[src/design/csm_pkg.sv]
// csm_pkg: shared widths, register indexes and payload types for the
// circle sector mask scatter block; no dependencies
package csm_pkg;

   // limits of the layout
   localparam int MAX_BLOCK   = 1024;
   localparam int PIXEL_BYTES = 2;

   // field and datapath widths
   localparam int COORD_W   = 12;  // pixel_x, pixel_y
   localparam int BLOCK_W   = 11;  // block_size register
   localparam int RATIO_W   = 16;  // inner_ratio register, Q1.15
   localparam int DELTA_W   = 15;  // doubled centre-relative coordinates
   localparam int SQ_W      = 27;  // squared delta
   localparam int RB_W      = 27;  // inner_ratio * b
   localparam int RB2_W     = 2 * RB_W;
   localparam int BB_W      = 2 * BLOCK_W;
   localparam int R2_W      = SQ_W + 1;
   localparam int RING_SH   = 28;  // 2^28 scaling of the Q1.15 square
   localparam int ROW_W     = 14;  // shifted row or column, signed
   localparam int WIDTH_W   = 13;  // image width 3b in pixels
   localparam int LEN_W     = 26;  // buffer length in pixels, 12*b*b
   localparam int POS_W     = 28;  // linear pixel position, signed
   localparam int OFF_W     = 25;  // byte offset
   localparam int REGION_W  = 4;
   localparam int SECTOR_W  = 3;

   // configuration register indexes
   localparam int CSR_INDEX_W = 1;
   localparam int CSR_DATA_W  = RATIO_W;
   localparam logic [CSR_INDEX_W-1:0] CSR_BLOCK_SIZE  = 1'b0;
   localparam logic [CSR_INDEX_W-1:0] CSR_INNER_RATIO = 1'b1;

   localparam logic [BLOCK_W-1:0] BLOCK_SIZE_RESET  = 11'd64;
   localparam logic [RATIO_W-1:0] INNER_RATIO_RESET = 16'd16384;

   // region code for a pixel outside both rings
   localparam logic [REGION_W-1:0] REGION_NONE = 4'd12;

   typedef struct packed {
      logic [COORD_W-1:0] pixel_x;
      logic [COORD_W-1:0] pixel_y;
   } req_type;

   typedef struct packed {
      logic                write_enable;
      logic [OFF_W-1:0]    byte_offset;
      logic [REGION_W-1:0] region;
      logic                overrun;
   } rsp_type;

   // squares stage, geometry to classifier
   typedef struct packed {
      logic [COORD_W-1:0]        x;
      logic [COORD_W-1:0]        y;
      logic [BLOCK_W-1:0]        b;
      logic signed [DELTA_W-1:0] dx;
      logic signed [DELTA_W-1:0] dy;
      logic [SQ_W-1:0]           dx2;
      logic [SQ_W-1:0]           dy2;
      logic [RB2_W-1:0]          rb2;
      logic [BB_W-1:0]           bb;
   } sq_type;

   // shifted position, classifier to address unit
   typedef struct packed {
      logic [REGION_W-1:0]     region;
      logic                    hit;
      logic signed [ROW_W-1:0] row;
      logic signed [ROW_W-1:0] col;
      logic [WIDTH_W-1:0]      w;
      logic [LEN_W-1:0]        len_px;
   } shift_type;

endpackage

[src/design/csm_geom.sv]
// csm_geom: two pipeline stages, centre-relative deltas then squares
// depends on csm_pkg
module csm_geom
   import csm_pkg::*;
(
   input  logic               clock,
   input  logic               reset,
   input  logic               in_valid,
   output logic               in_ready,
   input  req_type            in_data,
   input  logic [BLOCK_W-1:0] block_size,
   input  logic [RATIO_W-1:0] inner_ratio,
   output logic               out_valid,
   input  logic               out_ready,
   output sq_type             out_data
);

   typedef struct packed {
      logic [COORD_W-1:0]        x;
      logic [COORD_W-1:0]        y;
      logic [BLOCK_W-1:0]        b;
      logic signed [DELTA_W-1:0] dx;
      logic signed [DELTA_W-1:0] dy;
      logic [RB_W-1:0]           rb;
   } delta_type;

   logic               v1_ff, v1_in, v2_ff, v2_in;
   logic               rdy1, rdy2;
   logic [BLOCK_W-1:0] b_sat;
   delta_type          d1_ff, d1_in;
   sq_type             s2_ff, s2_in;

   logic signed [2*DELTA_W-1:0] dx_sq, dy_sq;

   assign rdy2     = !v2_ff || out_ready;
   assign rdy1     = !v1_ff || rdy2;
   assign in_ready = rdy1;

   // stage 1: saturate b, doubled deltas, ratio times b
   always_comb begin
      if (int'(block_size) > MAX_BLOCK) begin
         b_sat = BLOCK_W'(MAX_BLOCK);
      end else begin
         b_sat = block_size;
      end
      d1_in.x  = in_data.pixel_x;
      d1_in.y  = in_data.pixel_y;
      d1_in.b  = b_sat;
      d1_in.dx = $signed({2'b00, in_data.pixel_x, 1'b0})
               - ($signed({3'b000, b_sat, 1'b0}) + $signed({4'b0000, b_sat}));
      d1_in.dy = $signed({2'b00, b_sat, 2'b00}) - $signed({2'b00, in_data.pixel_y, 1'b0});
      d1_in.rb = RB_W'(inner_ratio) * RB_W'(b_sat);
      v1_in    = rdy1 ? in_valid : v1_ff;
   end

   // stage 2: squares
   assign dx_sq = (2*DELTA_W)'(d1_ff.dx) * (2*DELTA_W)'(d1_ff.dx);
   assign dy_sq = (2*DELTA_W)'(d1_ff.dy) * (2*DELTA_W)'(d1_ff.dy);

   always_comb begin
      s2_in.x   = d1_ff.x;
      s2_in.y   = d1_ff.y;
      s2_in.b   = d1_ff.b;
      s2_in.dx  = d1_ff.dx;
      s2_in.dy  = d1_ff.dy;
      s2_in.dx2 = dx_sq[SQ_W-1:0];
      s2_in.dy2 = dy_sq[SQ_W-1:0];
      s2_in.rb2 = RB2_W'(d1_ff.rb) * RB2_W'(d1_ff.rb);
      s2_in.bb  = BB_W'(d1_ff.b) * BB_W'(d1_ff.b);
      v2_in     = rdy2 ? v1_ff : v2_ff;
   end

   always_ff @(posedge clock) begin
      if (reset) begin
         v1_ff <= 1'b0;
         v2_ff <= 1'b0;
      end else begin
         v1_ff <= v1_in;
         v2_ff <= v2_in;
      end
   end

   always_ff @(posedge clock) begin
      if (rdy1 && in_valid) begin
         d1_ff <= d1_in;
      end
      if (rdy2 && v1_ff) begin
         s2_ff <= s2_in;
      end
   end

   assign out_valid = v2_ff;
   assign out_data  = s2_ff;

endmodule

[src/design/csm_classify.sv]
// csm_classify: two pipeline stages, ring and sector tests then block
// choice and shift; depends on csm_pkg
module csm_classify
   import csm_pkg::*;
(
   input  logic      clock,
   input  logic      reset,
   input  logic      in_valid,
   output logic      in_ready,
   input  sq_type    in_data,
   output logic      out_valid,
   input  logic      out_ready,
   output shift_type out_data
);

   localparam logic [SECTOR_W-1:0] SEC_0   = 3'd0;
   localparam logic [SECTOR_W-1:0] SEC_60  = 3'd1;
   localparam logic [SECTOR_W-1:0] SEC_120 = 3'd2;
   localparam logic [SECTOR_W-1:0] SEC_180 = 3'd3;
   localparam logic [SECTOR_W-1:0] SEC_240 = 3'd4;
   localparam logic [SECTOR_W-1:0] SEC_300 = 3'd5;

   typedef struct packed {
      logic [COORD_W-1:0]  x;
      logic [COORD_W-1:0]  y;
      logic [BLOCK_W-1:0]  b;
      logic                inner;
      logic                hit;
      logic [SECTOR_W-1:0] sector;
      logic [BB_W-1:0]     bb;
   } ring_type;

   // sector includes its lower edge; the centre counts as sector 0
   function automatic logic [SECTOR_W-1:0] pick_sector(
      input logic signed [DELTA_W-1:0] dx,
      input logic signed [DELTA_W-1:0] dy,
      input logic                      narrow
   );
      logic [SECTOR_W-1:0] s;
      priority if (dy == 0 && !dx[DELTA_W-1]) begin
         s = SEC_0;
      end else if (dy > 0) begin
         priority if (dx > 0 && narrow) begin
            s = SEC_0;
         end else if (dx < 0 && narrow) begin
            s = SEC_120;
         end else begin
            s = SEC_60;
         end
      end else if (dx < 0 && narrow) begin
         s = SEC_180;
      end else if (dx > 0 && narrow) begin
         s = SEC_300;
      end else begin
         s = SEC_240;
      end
      return s;
   endfunction

   logic            v3_ff, v3_in, v4_ff, v4_in;
   logic            rdy3, rdy4;
   logic [R2_W-1:0] r2, dx2x3;
   logic            narrow, inner, outer;
   ring_type        r3_ff, r3_in;
   shift_type       s4_ff, s4_in;

   logic signed [ROW_W-1:0] half_ext, b_ext, x_ext, y_ext;
   logic [REGION_W-1:0]     blk_inner, blk_outer;
   logic                    tx_pos, tx_neg, ty_neg;

   assign rdy4     = !v4_ff || out_ready;
   assign rdy3     = !v3_ff || rdy4;
   assign in_ready = rdy3;

   // stage 3: squared radius against both rings, 60 degree edge test
   always_comb begin
      r2     = R2_W'(in_data.dx2) + R2_W'(in_data.dy2);
      dx2x3  = R2_W'(in_data.dx2) + {in_data.dx2, 1'b0};
      narrow = R2_W'(in_data.dy2) < dx2x3;
      inner  = {r2, RING_SH'(0)} <= (R2_W + RING_SH)'(in_data.rb2);
      outer  = !inner && (r2 <= R2_W'({in_data.bb, 2'b00}));
      r3_in.x      = in_data.x;
      r3_in.y      = in_data.y;
      r3_in.b      = in_data.b;
      r3_in.inner  = inner;
      r3_in.hit    = inner || outer;
      r3_in.sector = pick_sector(in_data.dx, in_data.dy, narrow);
      r3_in.bb     = in_data.bb;
      v3_in        = rdy3 ? in_valid : v3_ff;
   end

   // stage 4: block number and shift from the layout
   always_comb begin
      unique case (r3_ff.sector)
         SEC_0: begin
            blk_inner = 4'd4;  blk_outer = 4'd5;
            tx_pos = 1'b1; tx_neg = 1'b0; ty_neg = 1'b1;
         end
         SEC_60: begin
            blk_inner = 4'd3;  blk_outer = 4'd0;
            tx_pos = 1'b0; tx_neg = 1'b0; ty_neg = 1'b1;
         end
         SEC_120: begin
            blk_inner = 4'd2;  blk_outer = 4'd1;
            tx_pos = 1'b0; tx_neg = 1'b1; ty_neg = 1'b1;
         end
         SEC_180: begin
            blk_inner = 4'd7;  blk_outer = 4'd6;
            tx_pos = 1'b0; tx_neg = 1'b1; ty_neg = 1'b0;
         end
         SEC_240: begin
            blk_inner = 4'd8;  blk_outer = 4'd11;
            tx_pos = 1'b0; tx_neg = 1'b0; ty_neg = 1'b0;
         end
         SEC_300: begin
            blk_inner = 4'd9;  blk_outer = 4'd10;
            tx_pos = 1'b1; tx_neg = 1'b0; ty_neg = 1'b0;
         end
         default: begin
            blk_inner = REGION_NONE; blk_outer = REGION_NONE;
            tx_pos = 1'b0; tx_neg = 1'b0; ty_neg = 1'b0;
         end
      endcase

      half_ext = $signed({4'b0000, r3_ff.b[BLOCK_W-1:1]});
      b_ext    = $signed({3'b000, r3_ff.b});
      x_ext    = $signed({2'b00, r3_ff.x});
      y_ext    = $signed({2'b00, r3_ff.y});

      if (!r3_ff.hit) begin
         s4_in.region = REGION_NONE;
      end else if (r3_ff.inner) begin
         s4_in.region = blk_inner;
      end else begin
         s4_in.region = blk_outer;
      end
      s4_in.hit = r3_ff.hit;

      if (tx_pos) begin
         s4_in.col = x_ext + half_ext;
      end else if (tx_neg) begin
         s4_in.col = x_ext - half_ext;
      end else begin
         s4_in.col = x_ext;
      end

      // inner ring keeps its row
      if (r3_ff.inner) begin
         s4_in.row = y_ext;
      end else if (ty_neg) begin
         s4_in.row = y_ext - b_ext;
      end else begin
         s4_in.row = y_ext + b_ext;
      end

      s4_in.w      = WIDTH_W'({r3_ff.b, 1'b0}) + WIDTH_W'(r3_ff.b);
      s4_in.len_px = LEN_W'({r3_ff.bb, 3'b000}) + LEN_W'({r3_ff.bb, 2'b00});
      v4_in        = rdy4 ? v3_ff : v4_ff;
   end

   always_ff @(posedge clock) begin
      if (reset) begin
         v3_ff <= 1'b0;
         v4_ff <= 1'b0;
      end else begin
         v3_ff <= v3_in;
         v4_ff <= v4_in;
      end
   end

   always_ff @(posedge clock) begin
      if (rdy3 && in_valid) begin
         r3_ff <= r3_in;
      end
      if (rdy4 && v3_ff) begin
         s4_ff <= s4_in;
      end
   end

   assign out_valid = v4_ff;
   assign out_data  = s4_ff;

endmodule

[src/design/csm_addr.sv]
// csm_addr: two pipeline stages, linear position then buffer check and
// the output register; depends on csm_pkg
module csm_addr
   import csm_pkg::*;
(
   input  logic      clock,
   input  logic      reset,
   input  logic      in_valid,
   output logic      in_ready,
   input  shift_type in_data,
   output logic      out_valid,
   input  logic      out_stall,
   output rsp_type   out_data
);

   typedef struct packed {
      logic [REGION_W-1:0]     region;
      logic                    hit;
      logic signed [POS_W-1:0] pos;
      logic [LEN_W-1:0]        len_px;
   } pos_type;

   logic                  v5_ff, v5_in, v6_ff, v6_in;
   logic                  rdy5, rdy6;
   logic                  in_range;
   logic [POS_W-2:0]      pos_bytes;
   pos_type               p5_ff, p5_in;
   rsp_type               o6_ff, o6_in;

   logic signed [POS_W-1:0] pos_prod;

   assign rdy6     = !v6_ff || !out_stall;
   assign rdy5     = !v5_ff || rdy6;
   assign in_ready = rdy5;

   // stage 5: row times width plus column
   assign pos_prod = POS_W'(in_data.row) * POS_W'($signed({1'b0, in_data.w}));

   always_comb begin
      p5_in.region = in_data.region;
      p5_in.hit    = in_data.hit;
      p5_in.pos    = pos_prod + POS_W'(in_data.col);
      p5_in.len_px = in_data.len_px;
      v5_in        = rdy5 ? in_valid : v5_ff;
   end

   // stage 6: bounds check against the buffer, byte offset
   always_comb begin
      in_range  = !p5_ff.pos[POS_W-1]
               && (p5_ff.pos[POS_W-2:0] < (POS_W-1)'(p5_ff.len_px));
      pos_bytes = p5_ff.pos[POS_W-2:0] * (POS_W-1)'(PIXEL_BYTES);
      o6_in.write_enable = p5_ff.hit && in_range;
      o6_in.overrun      = p5_ff.hit && !in_range;
      o6_in.region       = p5_ff.region;
      if (p5_ff.hit && in_range) begin
         o6_in.byte_offset = pos_bytes[OFF_W-1:0];
      end else begin
         o6_in.byte_offset = '0;
      end
      v6_in = rdy6 ? v5_ff : v6_ff;
   end

   always_ff @(posedge clock) begin
      if (reset) begin
         v5_ff <= 1'b0;
         v6_ff <= 1'b0;
      end else begin
         v5_ff <= v5_in;
         v6_ff <= v6_in;
      end
   end

   always_ff @(posedge clock) begin
      if (rdy5 && in_valid) begin
         p5_ff <= p5_in;
      end
      if (rdy6 && v5_ff) begin
         o6_ff <= o6_in;
      end
   end

   assign out_valid = v6_ff;
   assign out_data  = o6_ff;

endmodule

[src/design/circle_sector_mask_scatter_top.sv]
// circle_sector_mask_scatter_top: mask pixel scatter for a 3b by 4b YUYV image
// depends on csm_pkg, csm_geom, csm_classify, csm_addr
//
//   channel   ports                          payload    direction
//   request   req_valid, req_stall, req_data req_type   in
//   response  rsp_valid, rsp_stall, rsp_data rsp_type   out
//   config    csr_write, csr_index, csr_data 16 bits    in
//
// one request per clock sustained while rsp_stall is low; six register stages
// (deltas, squares, ring test, shift, position multiply, bounds check with the
// output register), and rsp_valid rises once a request has passed all six
// reset clears every stage valid and loads block_size 64, inner_ratio 16384
// a stalled response holds its stage; earlier stages keep filling bubbles, and
// req_stall rises only once every stage holds a request
module circle_sector_mask_scatter_top
   import csm_pkg::*;
(
   input  logic                   clock,
   input  logic                   reset,
   // request channel
   input  logic                   req_valid,
   output logic                   req_stall,
   input  req_type                req_data,
   // response channel
   output logic                   rsp_valid,
   input  logic                   rsp_stall,
   output rsp_type                rsp_data,
   // configuration writes
   input  logic                   csr_write,
   input  logic [CSR_INDEX_W-1:0] csr_index,
   input  logic [CSR_DATA_W-1:0]  csr_data
);

   // configuration registers
   logic [BLOCK_W-1:0] block_size_ff, block_size_in;
   logic [RATIO_W-1:0] inner_ratio_ff, inner_ratio_in;

   // stage links
   logic      geom_ready;
   logic      sq_valid, sq_ready;
   sq_type    sq_data;
   logic      shift_valid, shift_ready;
   shift_type shift_data;

   always_comb begin
      block_size_in  = block_size_ff;
      inner_ratio_in = inner_ratio_ff;
      if (csr_write) begin
         unique case (csr_index)
            CSR_BLOCK_SIZE:  block_size_in  = csr_data[BLOCK_W-1:0];
            CSR_INNER_RATIO: inner_ratio_in = csr_data[RATIO_W-1:0];
         endcase
      end
   end

   always_ff @(posedge clock) begin
      if (reset) begin
         block_size_ff  <= BLOCK_SIZE_RESET;
         inner_ratio_ff <= INNER_RATIO_RESET;
      end else begin
         block_size_ff  <= block_size_in;
         inner_ratio_ff <= inner_ratio_in;
      end
   end

   // doubled deltas about the centre, then their squares
   csm_geom u_geom (
      .clock       (clock),
      .reset       (reset),
      .in_valid    (req_valid),
      .in_ready    (geom_ready),
      .in_data     (req_data),
      .block_size  (block_size_ff),
      .inner_ratio (inner_ratio_ff),
      .out_valid   (sq_valid),
      .out_ready   (sq_ready),
      .out_data    (sq_data)
   );

   // ring and sector, then block number and shifted row and column
   csm_classify u_classify (
      .clock     (clock),
      .reset     (reset),
      .in_valid  (sq_valid),
      .in_ready  (sq_ready),
      .in_data   (sq_data),
      .out_valid (shift_valid),
      .out_ready (shift_ready),
      .out_data  (shift_data)
   );

   // linear position, buffer check, response register
   csm_addr u_addr (
      .clock     (clock),
      .reset     (reset),
      .in_valid  (shift_valid),
      .in_ready  (shift_ready),
      .in_data   (shift_data),
      .out_valid (rsp_valid),
      .out_stall (rsp_stall),
      .out_data  (rsp_data)
   );

   assign req_stall = !geom_ready;

endmodule

[config.mk]
export PLATFORM = sky130hd
export DESIGN_NAME = circle_sector_mask_scatter_top
export DESIGN_NICKNAME = d
export VERILOG_FILES = /design/src/design/csm_pkg.sv /design/src/design/csm_geom.sv /design/src/design/csm_classify.sv /design/src/design/csm_addr.sv /design/src/design/circle_sector_mask_scatter_top.sv
export SDC_FILE = /design/constraint.sdc
export NUM_CORES = 2
export LEC_CHECK = 0
export BUFFER_PORTS_ARGS = -buffer_cell sky130_fd_sc_hd__buf_2
export CAP_MARGIN = 5
export CORE_AREA = 2 2 433 435
export CTS_BUF_LIST = sky130_fd_sc_hd__clkbuf_8
export DETAILED_ROUTE_END_ITERATION = 8
export DIE_AREA = 0 0 435 437
export GPL_TIMING_DRIVEN = 0
export SKIP_LAST_GASP = 1
export SLEW_MARGIN = 10
export SYNTH_ARGS = -nofsm -noshare
export SYNTH_HDL_FRONTEND = slang
export SYNTH_SLANG_ARGS = --single-unit
[constraint.sdc]
create_clock -name clock -period 25.1 [get_ports clock]
set_input_delay 2.51 -clock clock [delete_from_list [all_inputs] [get_ports clock]]
set_output_delay 2.51 -clock clock [all_outputs]
set_load 0.005 [all_outputs]
==> out/metrics.yaml <==
outcome: "finished clean"
syn_inst: 7355
dr.pass1.iters: 6
cts_made_buffers: 92
routed_wirelength_um: 187000
worstSkewPairLatency_ps: 780
clock-skew-final_ps: 50.6
fin_crit_ps: 9210
dr_wl_met2_um: 90400
wl_per_cell_um: 18.5
start_util: 0.398
holdBufCountCts: 0
ys_warn_count: 0
grt_max_degree: 35
cp-start-kind: "flop"
tns_ps: 0
critPathRequiredTime_ps: 25610
yosysSeqAreaShare: 0.206
track_usage: 0.200
arrival_ps: 9730
dp_hpwl_um: 157000
cts_tree: "built"
area_growth_pct: 7.74
die_w_um: 435
r2r-end: "u_geom.out_data[63]"
startpoint: "u_geom.d1_ff[11]"
cts.sinks: 517
worst_pin_slew_ps: 1170
period_share: 0.367
core_area_um2: 185000
path_clk_slew_ps: 60
antenna_found_initial: 9
reg2reg_slack_ps: 15890
htreeDepth: 3
dieArea_um2: 190000
hold-worst-slack_ps: 414
hold_violations: 0
async_flop_share: 0
grt_pass1_vias: 53736
ioPinCount: 79
setup_viol: 0
synth_cell_types: 86
maxSlewViolCount: 0
die_y_um: 437
cp-endpoint: "u_geom.out_data[63]"
hold_path.class: "flop to flop"
drive_gt1_frac: 0.0339
nets: 9629
max_cap_viol_count: 0
ys.flop_type: "edfxtp_1"
post-cts-setup-buffer-count: 0
port_buffers: 77
grt_setup_unrepaired: "no"
reg2reg_depth: 25
drt-initial-drc-count: 2909
clock_path_buffers: 3
routed.top_layer: "met5"
num_vias: 50206
slew_headroom: 0.223
fillers: 17990
worstPathMaxFanout: 10
ys_seq_elements: 517
gp_congestion: 0.950
grt_pass1_wl_um: 296000
syn_area_per_cell_um2: 10.0
route.detailed.drc: 0
placementRows: 158
synth_nets: 9441
syn-cell-area_um2: 73700
fmax_mhz: 109
via_per_inst: 4.97
met1_length_um: 80900
grt-ovfl-total: 0
endpoint_kind: "flop"
dr_wl_met3_um: 9820
timing.rr.start: "u_geom.d1_ff[11]"
synth_edf_count: 484
critPathKind: "flop to flop"
root_buffer: "clkbuf_8"
ant_nets: 0
cts_resized: 0
[worst max-delay path, stage by stage (launching register included)]
cell	delay, ps
edfxtp_1	580
clkbuf_1	740
clkbuf_1	800
nand2_1	260
fa_1	590
inv_1	50
fa_1	490
inv_1	50
fa_1	470
fa_1	520
inv_1	60
fa_1	510
fa_1	510
inv_1	50
fa_1	510
inv_1	60
ha_1	430
and3_1	330
nand2_1	120
a2111oi_2	540
nor4_2	160
o31ai_1	440
a211oi_1	220
o21ai_1	180
a21oi_1	90
xnor2_1	170
[cells in the mapped netlist, drive strengths merged, types with 6 or more instances]
cell,instances,share of area
o21bai,37,0.0038
inv,1748,0.089
o21ai,140,0.0096
nand2,733,0.037
nand2b,54,0.0046
o41ai,13,0.0018
nand3,40,0.0027
and3,29,0.0025
o221ai,8,0.00095
a211o,7,0.00083
a211oi,29,0.0032
xor2,74,0.0088
a41o,6,0.00081
edfxtp,484,0.20
or3,13,0.0011
and2,392,0.033
a21oi,267,0.018
o21a,30,0.0031
nor4,15,0.0014
nor2b,66,0.0056
fa,1264,0.34
or2,19,0.0016
a2111oi,7,0.0010
a21o,124,0.013
dfxtp,33,0.0090
mux2i,7,0.00095
nand4,28,0.0024
xnor2,218,0.026
a221o,8,0.0011
nor3,56,0.0039
clkbuf,189,0.0096
nor2,277,0.014
a21boi,25,0.0025
ha,776,0.13
a31oi,30,0.0026
o31ai,10,0.0011
o211ai,17,0.0018
[worst min-delay path by stage]
| stage | to | startpoint | cells after the start | slack, ps |
|---|---|---|---|---|
| detailed placement | u_addr.o6_in[1] | u_classify.out_data[68] | 0 | 400 |
| floorplan | u_addr.o6_in[1] | u_classify.out_data[68] | 0 | 400 |
| global placement | u_geom.out_data[178] | u_geom.d1_ff[75] | 0 | 400 |
| finish | u_addr.out_data[1] | u_addr.o6_in[1] | 0 | 410 |
| global route | u_addr.out_data[1] | u_addr.o6_in[1] | 0 | 420 |
| CTS | u_classify.r3_ff[59] | u_geom.out_data[192] | 0 | 410 |
[through the flow]
stage	cells	util	setup WS (ps)	cell area, µm²
6_report	10102	0.429	15890	79400
5_1_grt	10099	0.429	15580	79400
4_1_cts	10096	0.429	16000	79400
3_5_place_dp	9929	0.420	16030	77600
3_3_place_gp	9912	0.417	1730	77200
2_1_floorplan	7355	-	8030	73700
[per-layer routing]
metal / track usage / vias to the layer above
li1: - / 23298
met1: 0.265 / 25428
met2: 0.338 / 1213
met3: 0.0288 / 265
met4: 0.0595 / 2
met5: 0 / -
[area by class of cell]
cell class	instances	area [µm²]	share of cell area
plain buffers	194	732	0.00922
diodes	6	15.0	0.000189
inverters	1753	6580	0.0828
clock inverters	74	494	0.00622
clock buffers	93	1280	0.0161
flip-flops and latches	517	15200	0.191
well taps	2480	3100	0.0391
repair buffers	94	756	0.00951
multi-input cells	4891	51300	0.646
[cells by family after synthesis]
family / after synthesis / share of synthesized area
adders and majority gates: 2040 / 0.475
muxes: 10 / 0.00141
buffers and inverters: 1947 / 0.0992
other: 1 / 0.0000509
xor gates and xnor gates: 292 / 0.0347
AOI/OAI and AO/OA: 808 / 0.0712
and+or+nand+nor: 1740 / 0.113
DFF: 517 / 0.206
[cells in the final DEF (no fill, tap or decap), types with 33 or more instances in the layout]
| master | instances |
|---|---|
| dfxtp_1 | 33 |
| o21ai_0 | 119 |
| and2_1 | 392 |
| o21bai_1 | 37 |
| inv_1 | 1770 |
| clkbuf_8 | 93 |
| xor2_1 | 74 |
| buf_2 | 77 |
| nor3_1 | 54 |
| nor2_1 | 276 |
| fa_1 | 1264 |
| nand2_1 | 733 |
| nor2b_1 | 63 |
| clkbuf_1 | 189 |
| ha_1 | 776 |
| a21oi_1 | 266 |
| nand2b_1 | 54 |
| xnor2_1 | 218 |
| clkinv_1 | 36 |
| a21o_1 | 122 |
| edfxtp_1 | 484 |
| nand3_1 | 40 |
[state kept, by name (all words and copies together), names as in the netlist]
name	cells
u_geom.out_data	182
u_geom.d1_ff	88
u_classify.out_data	68
u_addr.p5_ff	52
u_classify.r3_ff	50
u_addr.out_data	30
inner_ratio_ff	16
block_size_ff	11
u_classify.b_ext	10
u_addr.o6_in	4
u_addr.out_valid	1
u_addr.v5_ff	1
u_classify.out_valid	1
u_classify.v3_ff	1
u_geom.out_valid	1
u_geom.v1_ff	1
Power is not shown: default switching activity piles up to over one toggle a cycle in this logic, so the estimate is an artifact.
